[config.mk]
export PLATFORM = sky130hd
export DESIGN_NAME = multi_server_two_class_queue_core
export DESIGN_NICKNAME = d
export VERILOG_FILES = /design/src/design/mstq_pkg.sv /design/src/design/multi_server_two_class_queue_core.sv /design/src/design/mstq_ram.sv /design/src/design/mstq_pick.sv
export VERILOG_INCLUDE_DIRS = /design/src /design/src/design
export SDC_FILE = /design/constraint.sdc
export NUM_CORES = 2
export LEC_CHECK = 0
export ABC_AREA = 1
export BUFFER_PORTS_ARGS = -buffer_cell sky130_fd_sc_hd__buf_2
export CORE_MARGIN = 3
export CORE_UTILIZATION = 40
export DETAILED_ROUTE_END_ITERATION = 16
export GPL_ROUTABILITY_DRIVEN = 0
export SLEW_MARGIN = 20
export SYNTH_ARGS = -nofsm -noshare
export SYNTH_HDL_FRONTEND = slang
export SYNTH_HIERARCHICAL = 1
export SYNTH_SLANG_ARGS = --single-unit
[constraint.sdc]
create_clock -name clk_i -period 20.2 [get_ports clk_i]
set_input_delay 1.01 -clock clk_i [delete_from_list [all_inputs] [get_ports clk_i]]
set_output_delay 1.01 -clock clk_i [all_outputs]
set_load 0.01 [all_outputs]
[src/design/assert_macros.svh]
// ----------------------------------------------------------------------------
// Assertion macros
// Clocked concurrent assertion helpers used by the RTL.
// ----------------------------------------------------------------------------
`ifndef ASSERT_MACROS_SVH
`define ASSERT_MACROS_SVH

// Check a property at every rising clock edge outside reset.
`define ASSERT_CLK(label, prop) \
  label: assert property (@(posedge clk_i) disable iff (!rst_ni) prop) \
    else $error("assertion failed");

// Check a property at every rising clock edge, reset included.
`define ASSERT_ALWAYS(label, prop) \
  label: assert property (@(posedge clk_i) prop) \
    else $error("assertion failed");

`endif

[src/design/mstq_pkg.sv]
// ----------------------------------------------------------------------------
// mstq_pkg
// Types, sizes and codes of the two-class multi-server queue.
// ----------------------------------------------------------------------------
`default_nettype none

package mstq_pkg;

  localparam int NUM_SERVERS = 4;
  localparam int QUEUE_DEPTH = 16;
  localparam int NUM_QUEUES  = 2 * NUM_SERVERS;

  localparam int SRV_W   = (NUM_SERVERS > 1) ? $clog2(NUM_SERVERS) : 1;
  localparam int SCNT_W  = $clog2(NUM_SERVERS + 1);
  localparam int SUM_W   = SCNT_W + 1;
  localparam int QIDX_W  = SRV_W + 1;
  localparam int PTR_W   = $clog2(QUEUE_DEPTH);
  localparam int CNT_W   = $clog2(QUEUE_DEPTH + 1);
  localparam int RAM_AW  = QIDX_W + PTR_W;
  localparam int RAM_DEPTH = NUM_QUEUES * (2 ** PTR_W);

  localparam int CID_W   = 16;
  localparam int SIDX_W  = 2;
  localparam int QUOTA_W = 8;
  localparam int SIU_W   = 3;
  localparam int NUM_QUOTA_REGS = 4;

  localparam int APB_AW  = 5;
  localparam int APB_DW  = 32;

  typedef enum logic [2:0] {
    REG_SERVERS_IN_USE = 3'd0,
    REG_QUOTA0         = 3'd1,
    REG_QUOTA1         = 3'd2,
    REG_QUOTA2         = 3'd3,
    REG_QUOTA3         = 3'd4
  } reg_idx_e;

  typedef enum logic {
    MODE_ENQ   = 1'b0,
    MODE_SERVE = 1'b1
  } mode_e;

  typedef enum logic [2:0] {
    ST_ENQUEUED = 3'd0,
    ST_FULL     = 3'd1,
    ST_UNKNOWN  = 3'd2,
    ST_SERVED   = 3'd3,
    ST_EMPTY    = 3'd4
  } status_e;

  typedef struct packed {
    logic             mode;
    logic [SIDX_W-1:0] server_index;
    logic             priority_req;
    logic [CID_W-1:0] client_id;
  } in_word_t;

  typedef struct packed {
    status_e          status;
    logic [CID_W-1:0] served_client;
    logic [SIDX_W-1:0] served_server;
    logic             served_priority;
    logic             end_of_turn;
  } out_word_t;

  // Result of the server search for one serve word.
  typedef struct packed {
    logic               found;
    logic [SRV_W-1:0]   server;
    logic [QUOTA_W-1:0] served_before;
  } pick_t;

  function automatic logic [PTR_W-1:0] wrap_ptr(input logic [PTR_W-1:0] p);
    logic [PTR_W-1:0] r;
    if (int'(p) + 1 >= QUEUE_DEPTH) r = '0;
    else                            r = p + 1'b1;
    return r;
  endfunction

endpackage

`default_nettype wire

[src/design/multi_server_two_class_queue_core.sv]
// ----------------------------------------------------------------------------
// multi_server_two_class_queue_core
// Per-server high and normal FIFOs of client ids in one RAM, served in
// round-robin turns with per-server quota, high class first.
// The result word is staged in a pending register and then moved to the
// output register; a served word takes its client id from the RAM then.
// No new word is taken while a result is staged; the serve path waits on the
// queue RAM's registered read, and a full output register stalls the input.
// Reset: pointers, counts, turn cursor and handshake clear at once; RAM
// contents are left as they are, only written entries are ever read.
// ----------------------------------------------------------------------------
`default_nettype none

module multi_server_two_class_queue_core (
  input  logic                         clk_i,
  input  logic                         rst_ni,
  input  logic                         in_valid_i,
  output logic                         in_ready_o,
  input  mstq_pkg::in_word_t           in_word_i,
  output logic                         out_valid_o,
  input  logic                         out_ready_i,
  output mstq_pkg::out_word_t          out_word_o,
  input  logic                         psel,
  input  logic                         penable,
  input  logic                         pwrite,
  input  logic [mstq_pkg::APB_AW-1:0]  paddr,
  input  logic [mstq_pkg::APB_DW-1:0]  pwdata,
  output logic [mstq_pkg::APB_DW-1:0]  prdata,
  output logic                         pready
);

  import mstq_pkg::*;

  // configuration
  logic [SIU_W-1:0]   siu_q;
  logic [QUOTA_W-1:0] quota_q [NUM_SERVERS];
  logic               cfg_wr;
  logic [2:0]         cfg_idx;

  // queue bookkeeping
  logic [CNT_W-1:0] cnt_q  [NUM_QUEUES];
  logic [CNT_W-1:0] cnt_d  [NUM_QUEUES];
  logic [PTR_W-1:0] head_q [NUM_QUEUES];
  logic [PTR_W-1:0] head_d [NUM_QUEUES];
  logic [PTR_W-1:0] tail_q [NUM_QUEUES];
  logic [PTR_W-1:0] tail_d [NUM_QUEUES];
  logic [SRV_W-1:0]   turn_server_q, turn_server_d;
  logic [QUOTA_W-1:0] turn_served_q, turn_served_d;

  // result staging
  logic      pend_valid_q, pend_valid_d;
  logic      pend_ram_q, pend_ram_d;
  out_word_t pend_q, pend_d;
  logic      out_valid_q, out_valid_d;
  out_word_t out_q, out_d;

  // datapath
  logic [SCNT_W-1:0]      n_active;
  logic [NUM_SERVERS-1:0] nonempty;
  pick_t                  pick;
  logic                   in_fire, move;
  logic [QIDX_W-1:0]      qe, qs, qn;
  logic                   use_high;
  logic [CNT_W-1:0]       cnt_pop, cnt_other;
  logic [QUOTA_W-1:0]     done_new;
  logic                   end_turn;
  logic [SRV_W-1:0]       next_srv;
  logic                   ram_we, ram_re;
  logic [RAM_AW-1:0]      ram_waddr, ram_raddr;
  logic [CID_W-1:0]       ram_rdata;

  // --------------------------------------------------------------------------
  // APB register file
  // --------------------------------------------------------------------------
  assign pready  = 1'b1;
  assign cfg_wr  = psel && penable && pwrite && pready;
  assign cfg_idx = paddr[4:2];

  always_ff @(posedge clk_i or negedge rst_ni) begin
    if (!rst_ni) begin
      siu_q <= SIU_W'(NUM_QUOTA_REGS);
      for (int s = 0; s < NUM_SERVERS; s++) quota_q[s] <= QUOTA_W'(1);
    end else if (cfg_wr) begin
      if (cfg_idx == REG_SERVERS_IN_USE) siu_q <= pwdata[SIU_W-1:0];
      for (int s = 0; s < NUM_SERVERS; s++) begin
        if ((s < NUM_QUOTA_REGS) && (int'(cfg_idx) == int'(REG_QUOTA0) + s)) begin
          quota_q[s] <= pwdata[QUOTA_W-1:0];
        end
      end
    end
  end

  always_comb begin
    prdata = '0;
    if (cfg_idx == REG_SERVERS_IN_USE) prdata = APB_DW'(siu_q);
    for (int s = 0; s < NUM_SERVERS; s++) begin
      if ((s < NUM_QUOTA_REGS) && (int'(cfg_idx) == int'(REG_QUOTA0) + s)) begin
        prdata = APB_DW'(quota_q[s]);
      end
    end
  end

  // --------------------------------------------------------------------------
  // Server selection
  // --------------------------------------------------------------------------
  always_comb begin
    if (int'(siu_q) >= NUM_SERVERS) n_active = SCNT_W'(NUM_SERVERS);
    else                            n_active = SCNT_W'(siu_q);
    for (int s = 0; s < NUM_SERVERS; s++) begin
      nonempty[s] = (cnt_q[2*s] != '0) || (cnt_q[2*s+1] != '0);
    end
  end

  mstq_pick u_pick (
    .n_active_i    (n_active),
    .nonempty_i    (nonempty),
    .quota_i       (quota_q),
    .turn_server_i (turn_server_q),
    .turn_served_i (turn_served_q),
    .pick_o        (pick)
  );

  // --------------------------------------------------------------------------
  // Queue RAM
  // --------------------------------------------------------------------------
  mstq_ram #(
    .WIDTH (CID_W),
    .DEPTH (RAM_DEPTH)
  ) u_ram (
    .clk_i   (clk_i),
    .we_i    (ram_we),
    .waddr_i (ram_waddr),
    .wdata_i (in_word_i.client_id),
    .re_i    (ram_re),
    .raddr_i (ram_raddr),
    .rdata_o (ram_rdata)
  );

  // --------------------------------------------------------------------------
  // Item processing
  // --------------------------------------------------------------------------
  assign in_ready_o = !pend_valid_q;
  assign in_fire    = in_valid_i && in_ready_o;
  assign move       = pend_valid_q && (!out_valid_q || out_ready_i);

  always_comb begin
    qe        = QIDX_W'(2 * int'(in_word_i.server_index) + int'(in_word_i.priority_req));
    qn        = QIDX_W'(2 * int'(pick.server));
    use_high  = cnt_q[qn + 1'b1] != '0;
    qs        = use_high ? qn + 1'b1 : qn;
    cnt_pop   = cnt_q[qs] - 1'b1;
    cnt_other = use_high ? cnt_q[qn] : '0;
    done_new  = pick.served_before + 1'b1;
    end_turn  = (done_new >= quota_q[pick.server]) ||
                ((cnt_pop == '0) && (cnt_other == '0));
    if (SUM_W'(pick.server) + SUM_W'(1) >= SUM_W'(n_active)) next_srv = '0;
    else                                                     next_srv = pick.server + 1'b1;
    ram_waddr = {qe, tail_q[qe]};
    ram_raddr = {qs, head_q[qs]};
  end

  always_comb begin
    cnt_d         = cnt_q;
    head_d        = head_q;
    tail_d        = tail_q;
    turn_server_d = turn_server_q;
    turn_served_d = turn_served_q;
    pend_valid_d  = pend_valid_q;
    pend_ram_d    = pend_ram_q;
    pend_d        = pend_q;
    out_valid_d   = out_valid_q;
    out_d         = out_q;
    ram_we        = 1'b0;
    ram_re        = 1'b0;

    if (out_valid_q && out_ready_i) out_valid_d = 1'b0;

    // advance the staged result, taking the client id from the RAM for a served word
    if (move) begin
      out_valid_d  = 1'b1;
      out_d        = pend_q;
      if (pend_ram_q) out_d.served_client = ram_rdata;
      pend_valid_d = 1'b0;
    end

    if (in_fire) begin
      pend_valid_d = 1'b1;
      pend_ram_d   = 1'b0;
      pend_d       = '0;
      if (in_word_i.mode == MODE_ENQ) begin
        if (SUM_W'(in_word_i.server_index) >= SUM_W'(n_active)) begin
          pend_d.status = ST_UNKNOWN;
        end else if (int'(cnt_q[qe]) >= QUEUE_DEPTH) begin
          pend_d.status = ST_FULL;
        end else begin
          ram_we        = 1'b1;
          tail_d[qe]    = wrap_ptr(tail_q[qe]);
          cnt_d[qe]     = cnt_q[qe] + 1'b1;
          pend_d.status = ST_ENQUEUED;
        end
      end else if (pick.found) begin
        ram_re                 = 1'b1;
        pend_ram_d             = 1'b1;
        head_d[qs]             = wrap_ptr(head_q[qs]);
        cnt_d[qs]              = cnt_pop;
        pend_d.status          = ST_SERVED;
        pend_d.served_server   = SIDX_W'(pick.server);
        pend_d.served_priority = use_high;
        pend_d.end_of_turn     = end_turn;
        if (end_turn) begin
          turn_server_d = next_srv;
          turn_served_d = '0;
        end else begin
          turn_server_d = pick.server;
          turn_served_d = done_new;
        end
      end else begin
        // nothing waiting: rewind the cursor
        pend_d.status = ST_EMPTY;
        turn_server_d = '0;
        turn_served_d = '0;
      end
    end
  end

  always_ff @(posedge clk_i or negedge rst_ni) begin
    if (!rst_ni) begin
      for (int q = 0; q < NUM_QUEUES; q++) begin
        cnt_q[q]  <= '0;
        head_q[q] <= '0;
        tail_q[q] <= '0;
      end
      turn_server_q <= '0;
      turn_served_q <= '0;
      pend_valid_q  <= 1'b0;
      pend_ram_q    <= 1'b0;
      out_valid_q   <= 1'b0;
    end else begin
      cnt_q         <= cnt_d;
      head_q        <= head_d;
      tail_q        <= tail_d;
      turn_server_q <= turn_server_d;
      turn_served_q <= turn_served_d;
      pend_valid_q  <= pend_valid_d;
      pend_ram_q    <= pend_ram_d;
      out_valid_q   <= out_valid_d;
    end
  end

  always_ff @(posedge clk_i) begin
    pend_q <= pend_d;
    out_q  <= out_d;
  end

  assign out_valid_o = out_valid_q;
  assign out_word_o  = out_q;

  // --------------------------------------------------------------------------
  // Assertions
  // --------------------------------------------------------------------------
`include "assert_macros.svh"

  `ASSERT_CLK(a_pend_drains, move |=> !pend_valid_q)
  `ASSERT_CLK(a_pend_from_accept, $rose(pend_valid_q) |-> $past(in_valid_i && in_ready_o))
  `ASSERT_CLK(a_zero_client_unless_served,
              out_valid_o && (out_word_o.status != ST_SERVED) |-> out_word_o.served_client == '0)
  `ASSERT_ALWAYS(a_no_ram_read_and_write, !(ram_we && ram_re))

endmodule

`default_nettype wire

[src/design/mstq_ram.sv]
// ----------------------------------------------------------------------------
// mstq_ram
// Simple dual-port RAM, one write and one registered read port.
// ----------------------------------------------------------------------------
`default_nettype none

module mstq_ram #(
  parameter int WIDTH = 16,
  parameter int DEPTH = 128
) (
  input  logic                     clk_i,
  input  logic                     we_i,
  input  logic [$clog2(DEPTH)-1:0] waddr_i,
  input  logic [WIDTH-1:0]         wdata_i,
  input  logic                     re_i,
  input  logic [$clog2(DEPTH)-1:0] raddr_i,
  output logic [WIDTH-1:0]         rdata_o
);

  logic [WIDTH-1:0] mem_q [DEPTH];
  logic [WIDTH-1:0] rdata_q;

  always_ff @(posedge clk_i) begin
    if (we_i) begin
      mem_q[waddr_i] <= wdata_i;
    end
    // hold read data until the next read
    if (re_i) begin
      rdata_q <= mem_q[raddr_i];
    end
  end

  assign rdata_o = rdata_q;

endmodule

`default_nettype wire

[src/design/mstq_pick.sv]
// ----------------------------------------------------------------------------
// mstq_pick
// Round-robin server search: picks the server that serves the next client.
// ----------------------------------------------------------------------------
`default_nettype none

module mstq_pick (
  input  logic [mstq_pkg::SCNT_W-1:0]  n_active_i,
  input  logic [mstq_pkg::NUM_SERVERS-1:0] nonempty_i,
  input  logic [mstq_pkg::QUOTA_W-1:0] quota_i [mstq_pkg::NUM_SERVERS],
  input  logic [mstq_pkg::SRV_W-1:0]   turn_server_i,
  input  logic [mstq_pkg::QUOTA_W-1:0] turn_served_i,
  output mstq_pkg::pick_t              pick_o
);

  import mstq_pkg::*;

  logic [NUM_SERVERS-1:0] elig;
  logic [SRV_W-1:0]       ts;
  logic [QUOTA_W-1:0]     done0;
  logic [SUM_W-1:0]       idx;

  always_comb begin
    for (int s = 0; s < NUM_SERVERS; s++) begin
      elig[s] = nonempty_i[s] && (quota_i[s] != '0) &&
                (SUM_W'(s) < SUM_W'(n_active_i));
    end
  end

  always_comb begin
    // restart the turn at server 0 when the cursor left the rotation
    if (SUM_W'(turn_server_i) >= SUM_W'(n_active_i)) begin
      ts    = '0;
      done0 = '0;
    end else begin
      ts    = turn_server_i;
      done0 = turn_served_i;
    end

    pick_o = '0;
    idx    = '0;
    if (elig[ts] && (done0 < quota_i[ts])) begin
      pick_o.found         = 1'b1;
      pick_o.server        = ts;
      pick_o.served_before = done0;
    end else begin
      // scan the following servers, the current one last with a fresh turn
      for (int k = 1; k <= NUM_SERVERS; k++) begin
        idx = SUM_W'(ts) + SUM_W'(k);
        if (idx >= SUM_W'(n_active_i)) idx = idx - SUM_W'(n_active_i);
        if (!pick_o.found && (SUM_W'(k) <= SUM_W'(n_active_i)) &&
            elig[idx[SRV_W-1:0]]) begin
          pick_o.found         = 1'b1;
          pick_o.server        = idx[SRV_W-1:0];
          pick_o.served_before = '0;
        end
      end
    end
  end

endmodule

`default_nettype wire
==> flow_summary.yaml <==
worst_setup_path:
  critPathArrivalTime_ns: 12.15
  r2r-start: "siu_q[2]$_DFFE_PN1P_"
  crit_top_cell: "nand3_1"
  cp.required_ns: 20.93
  crit_slowest_cell: "buf_4"
  critPathMaxStageDelay_ns: 0.84
  rr_worst_depth: 42
  critical_path_class: "flop to flop"
  critPathCaptureType: "flop"
  r2r_end: "u_ram/rdata_o[0]$_DFFE_PP_"
  path_max_fanout: 85
  reg2reg_slack_ns: 8.78
  critPathLaunchType: "flop"
floorplan:
  rows: 178
  die-area_um2: 243000
  die_h_um: 493
  core_area_um2: 236000
  pin_count: 122
  die_w_um: 493
  start_util_pct: 40.3
synth:
  synth_edf_count: 2094
  syn_area_um2: 94800
  ys_seq_area_share_pct: 70.3
  synth.avg_cell_area_um2: 11.4
  ys_types: 58
  yosysWarnings: 6
  synthArstFlopShare_pct: 6.77
  netlist_top_cells_area: "edfxtp_1 66%, nand3_1 11%, nand2_1 9.9%"
  synth_ff_type: "edfxtp_1"
  ys_ff_latch: 2246
  yosysTopAreaCellShare_pct: 66.3
  synth.largest_area_cell: "edfxtp_1"
  synthCells: 8347
timing:
  hold_violations: 0
  max_slew.worst_pin.slew_ns: 1.15
  finalSetupTns_ns: 0
  slew_headroom_pct: 23.4
  hold_ws_ns: 0.242
  worst_slack_ns: 8.78
  skew_ns: 0.0631
  finalCritPeriodShare_pct: 56.5
  post-route-min-period_ns: 11.42
  setup_viol_count_final: 0
  drv_slew: 0
  max_freq_ghz: 0.0876
  grt_setup_unrepaired: "false"
drt:
  dr.pass1.iters: 6
  vias: 64539
  ant_nets: 0
  wl_per_cell_um: 22.8
  dr.first_iter.drc_count: 7840
  drc: 0
  viasPerCell: 5.52
  totalWireLength_um: 267000
finish:
  syn_to_final_growth_pct: 11.2
  nets: 8461
  layout-drive-gt1-share_pct: 8.58
  fin_util_pct: 44.8
global_route:
  grt-ovfl-total: 0
  grt_pass1_wl_um: 393000
  met2_usage_pct: 34.0
  top_usage_layer: "met2"
  grt_max_degree: 222
  grt_use_met1_pct: 29.2
  gr-usage-met3_pct: 3.89
  grt_pass1_vias: 60150
  antenna_found_initial: 5
  grt_usage_pct: 21.4
place:
  dp_hpwl_um: 149000
  portBuffers: 70
  place_ws_ns: 9.01
clock_tree:
  ctsResizeCount: 0
  clk_latency_ns: 0.88
  clk_pin_slew_ns: 0.06
  cts_htree_levels: 4
  root_buffer: "clkbuf_16"
  cts_setup_buffers: 0
  cts_buffers: 223
  clkSinkCount: 2246
  cts_hold_buf: 0
  cts_tree: "built"
  clk_path_buf_depth: 3
job:
  max_cap_viol_count: 0
worst_hold_path:
  min_path_type: "input pin to asynchronous set/reset pin"
run_status:
  outcome: "finished clean"
[layout make-up]
cell class | instances | area (um^2)
Antenna cell | 3 | 7.51
Timing Repair Buffer | 281 | 2030
Sequential cell | 2246 | 66700
Clock inverter | 128 | 1410
Clock buffer | 289 | 5920
Tap cell | 3150 | 3940
Fill cell | 21473 | 130000
Multi-Input combinational cell | 5407 | 24700
Inverter | 194 | 766
[per-layer routing]
layer	vias to the layer above	wire, um	share of wire (%)
met1	31574	108000	40
met2	3002	124000	46
met4	4	11600	4.3
met3	503	23500	8.8
li1	29456	-	-
met5	-	27	0.010
[worst max path at each step]
| stage | from | to | cells after the start |
|---|---|---|---|
| 2_1_floorplan | siu_q[2]$_DFFE_PN1P_ | turn_server_q[0]$_DFFE_PN0P_ | 43 |
| 3_3_place_gp | siu_q[2]$_DFFE_PN1P_ | u_ram/rdata_o[0]$_DFFE_PP_ | 41 |
| 3_5_place_dp | siu_q[2]$_DFFE_PN1P_ | u_ram/rdata_o[0]$_DFFE_PP_ | 41 |
| 4_1_cts | siu_q[2]$_DFFE_PN1P_ | u_ram/rdata_o[0]$_DFFE_PP_ | 41 |
| 5_1_grt | siu_q[2]$_DFFE_PN1P_ | u_ram/rdata_o[1]$_DFFE_PP_ | 42 |
| 6_report | siu_q[2]$_DFFE_PN1P_ | u_ram/rdata_o[0]$_DFFE_PP_ | 42 |
[sequential cells by signal, indices dropped and copies added (netlist names)]
register	cells
cnt_q	40
head_q	32
out_valid_o	1
out_word_o	23
pend_q	7
pend_ram_q	1
pend_valid_q	1
quota_q	32
siu_q	3
tail_q	32
turn_served_q	8
turn_server_q	2
u_ram/mem_q	2048
u_ram/rdata_o	16
[critical path: cells and delay by family, from the launching register on]
| kind | cells | cell delay [ns] |
|---|---|---|
| simple gates | 29 | 5.00 |
| buf+inv | 9 | 3.80 |
| compound gates | 2 | 1.03 |
| fa+ha+maj | 2 | 0.81 |
| flops | 1 | 0.45 |
[Yosys cell counts, types with 8 or more instances]
library cell / number
nor3_1: 11
a21oi_1: 56
o22ai_1: 27
buf_6: 30
ha_1: 43
nand2_1: 2504
o21ai_0: 114
a221oi_1: 11
buf_4: 90
xor2_1: 8
a22oi_1: 18
a21oi_2: 8
buf_1: 45
o21ai_2: 16
inv_2: 27
edfxtp_1: 2094
inv_1: 164
o21ai_1: 49
a31oi_1: 8
clkbuf_1: 99
nor2_1: 264
nand4_1: 16
nand3_1: 2129
dfrtp_1: 147
nand2_2: 16
nor2_2: 11
buf_2: 258
[cell families after synthesis]
family / after synthesis / synth area share [%]
and+or+nand+nor: 4994 / 23.0
buffers and inverters: 717 / 3.79
DFF: 2246 / 70.3
adders and majority gates: 44 / 0.588
xor gates and xnor gates: 14 / 0.165
AOI/OAI and AO/OA: 330 / 2.09
other: 2 / 0.00792
[cell usage in the layout (no fill, tap or decap), drive strengths merged, types with 2 or more instances in the layout]
cell type,n
nand3,2141
a21boi,3
a221oi,15
dfrtp,147
a31oi,9
a22oi,18
dfstp,5
o21a,2
o2bb2ai,2
nor4,4
nor2,277
o21ai,179
xnor2,5
ha,43
nor3,20
bufinv,22
a22o,7
nand2,2524
inv,197
or2,2
nand3b,4
edfxtp,2094
clkinvlp,8
diode,3
buf,281
o21bai,2
nand4,21
o22ai,27
a21oi,64
xor2,9
conb,25
clkinv,95
clkbuf,289
[metrics by stage]
step / cells / area [um^2]
after floorplan: 8370 / 94900
after global placement: 11277 / 98100
after detailed placement: 11277 / 98100
after CTS: 11694 / 105000
after global routing: 11695 / 105000
final: 11698 / 105000
Power is left out: the tool's default activity adds up to more than one toggle a clock period on the data nets, which glitch-free logic cannot reach.
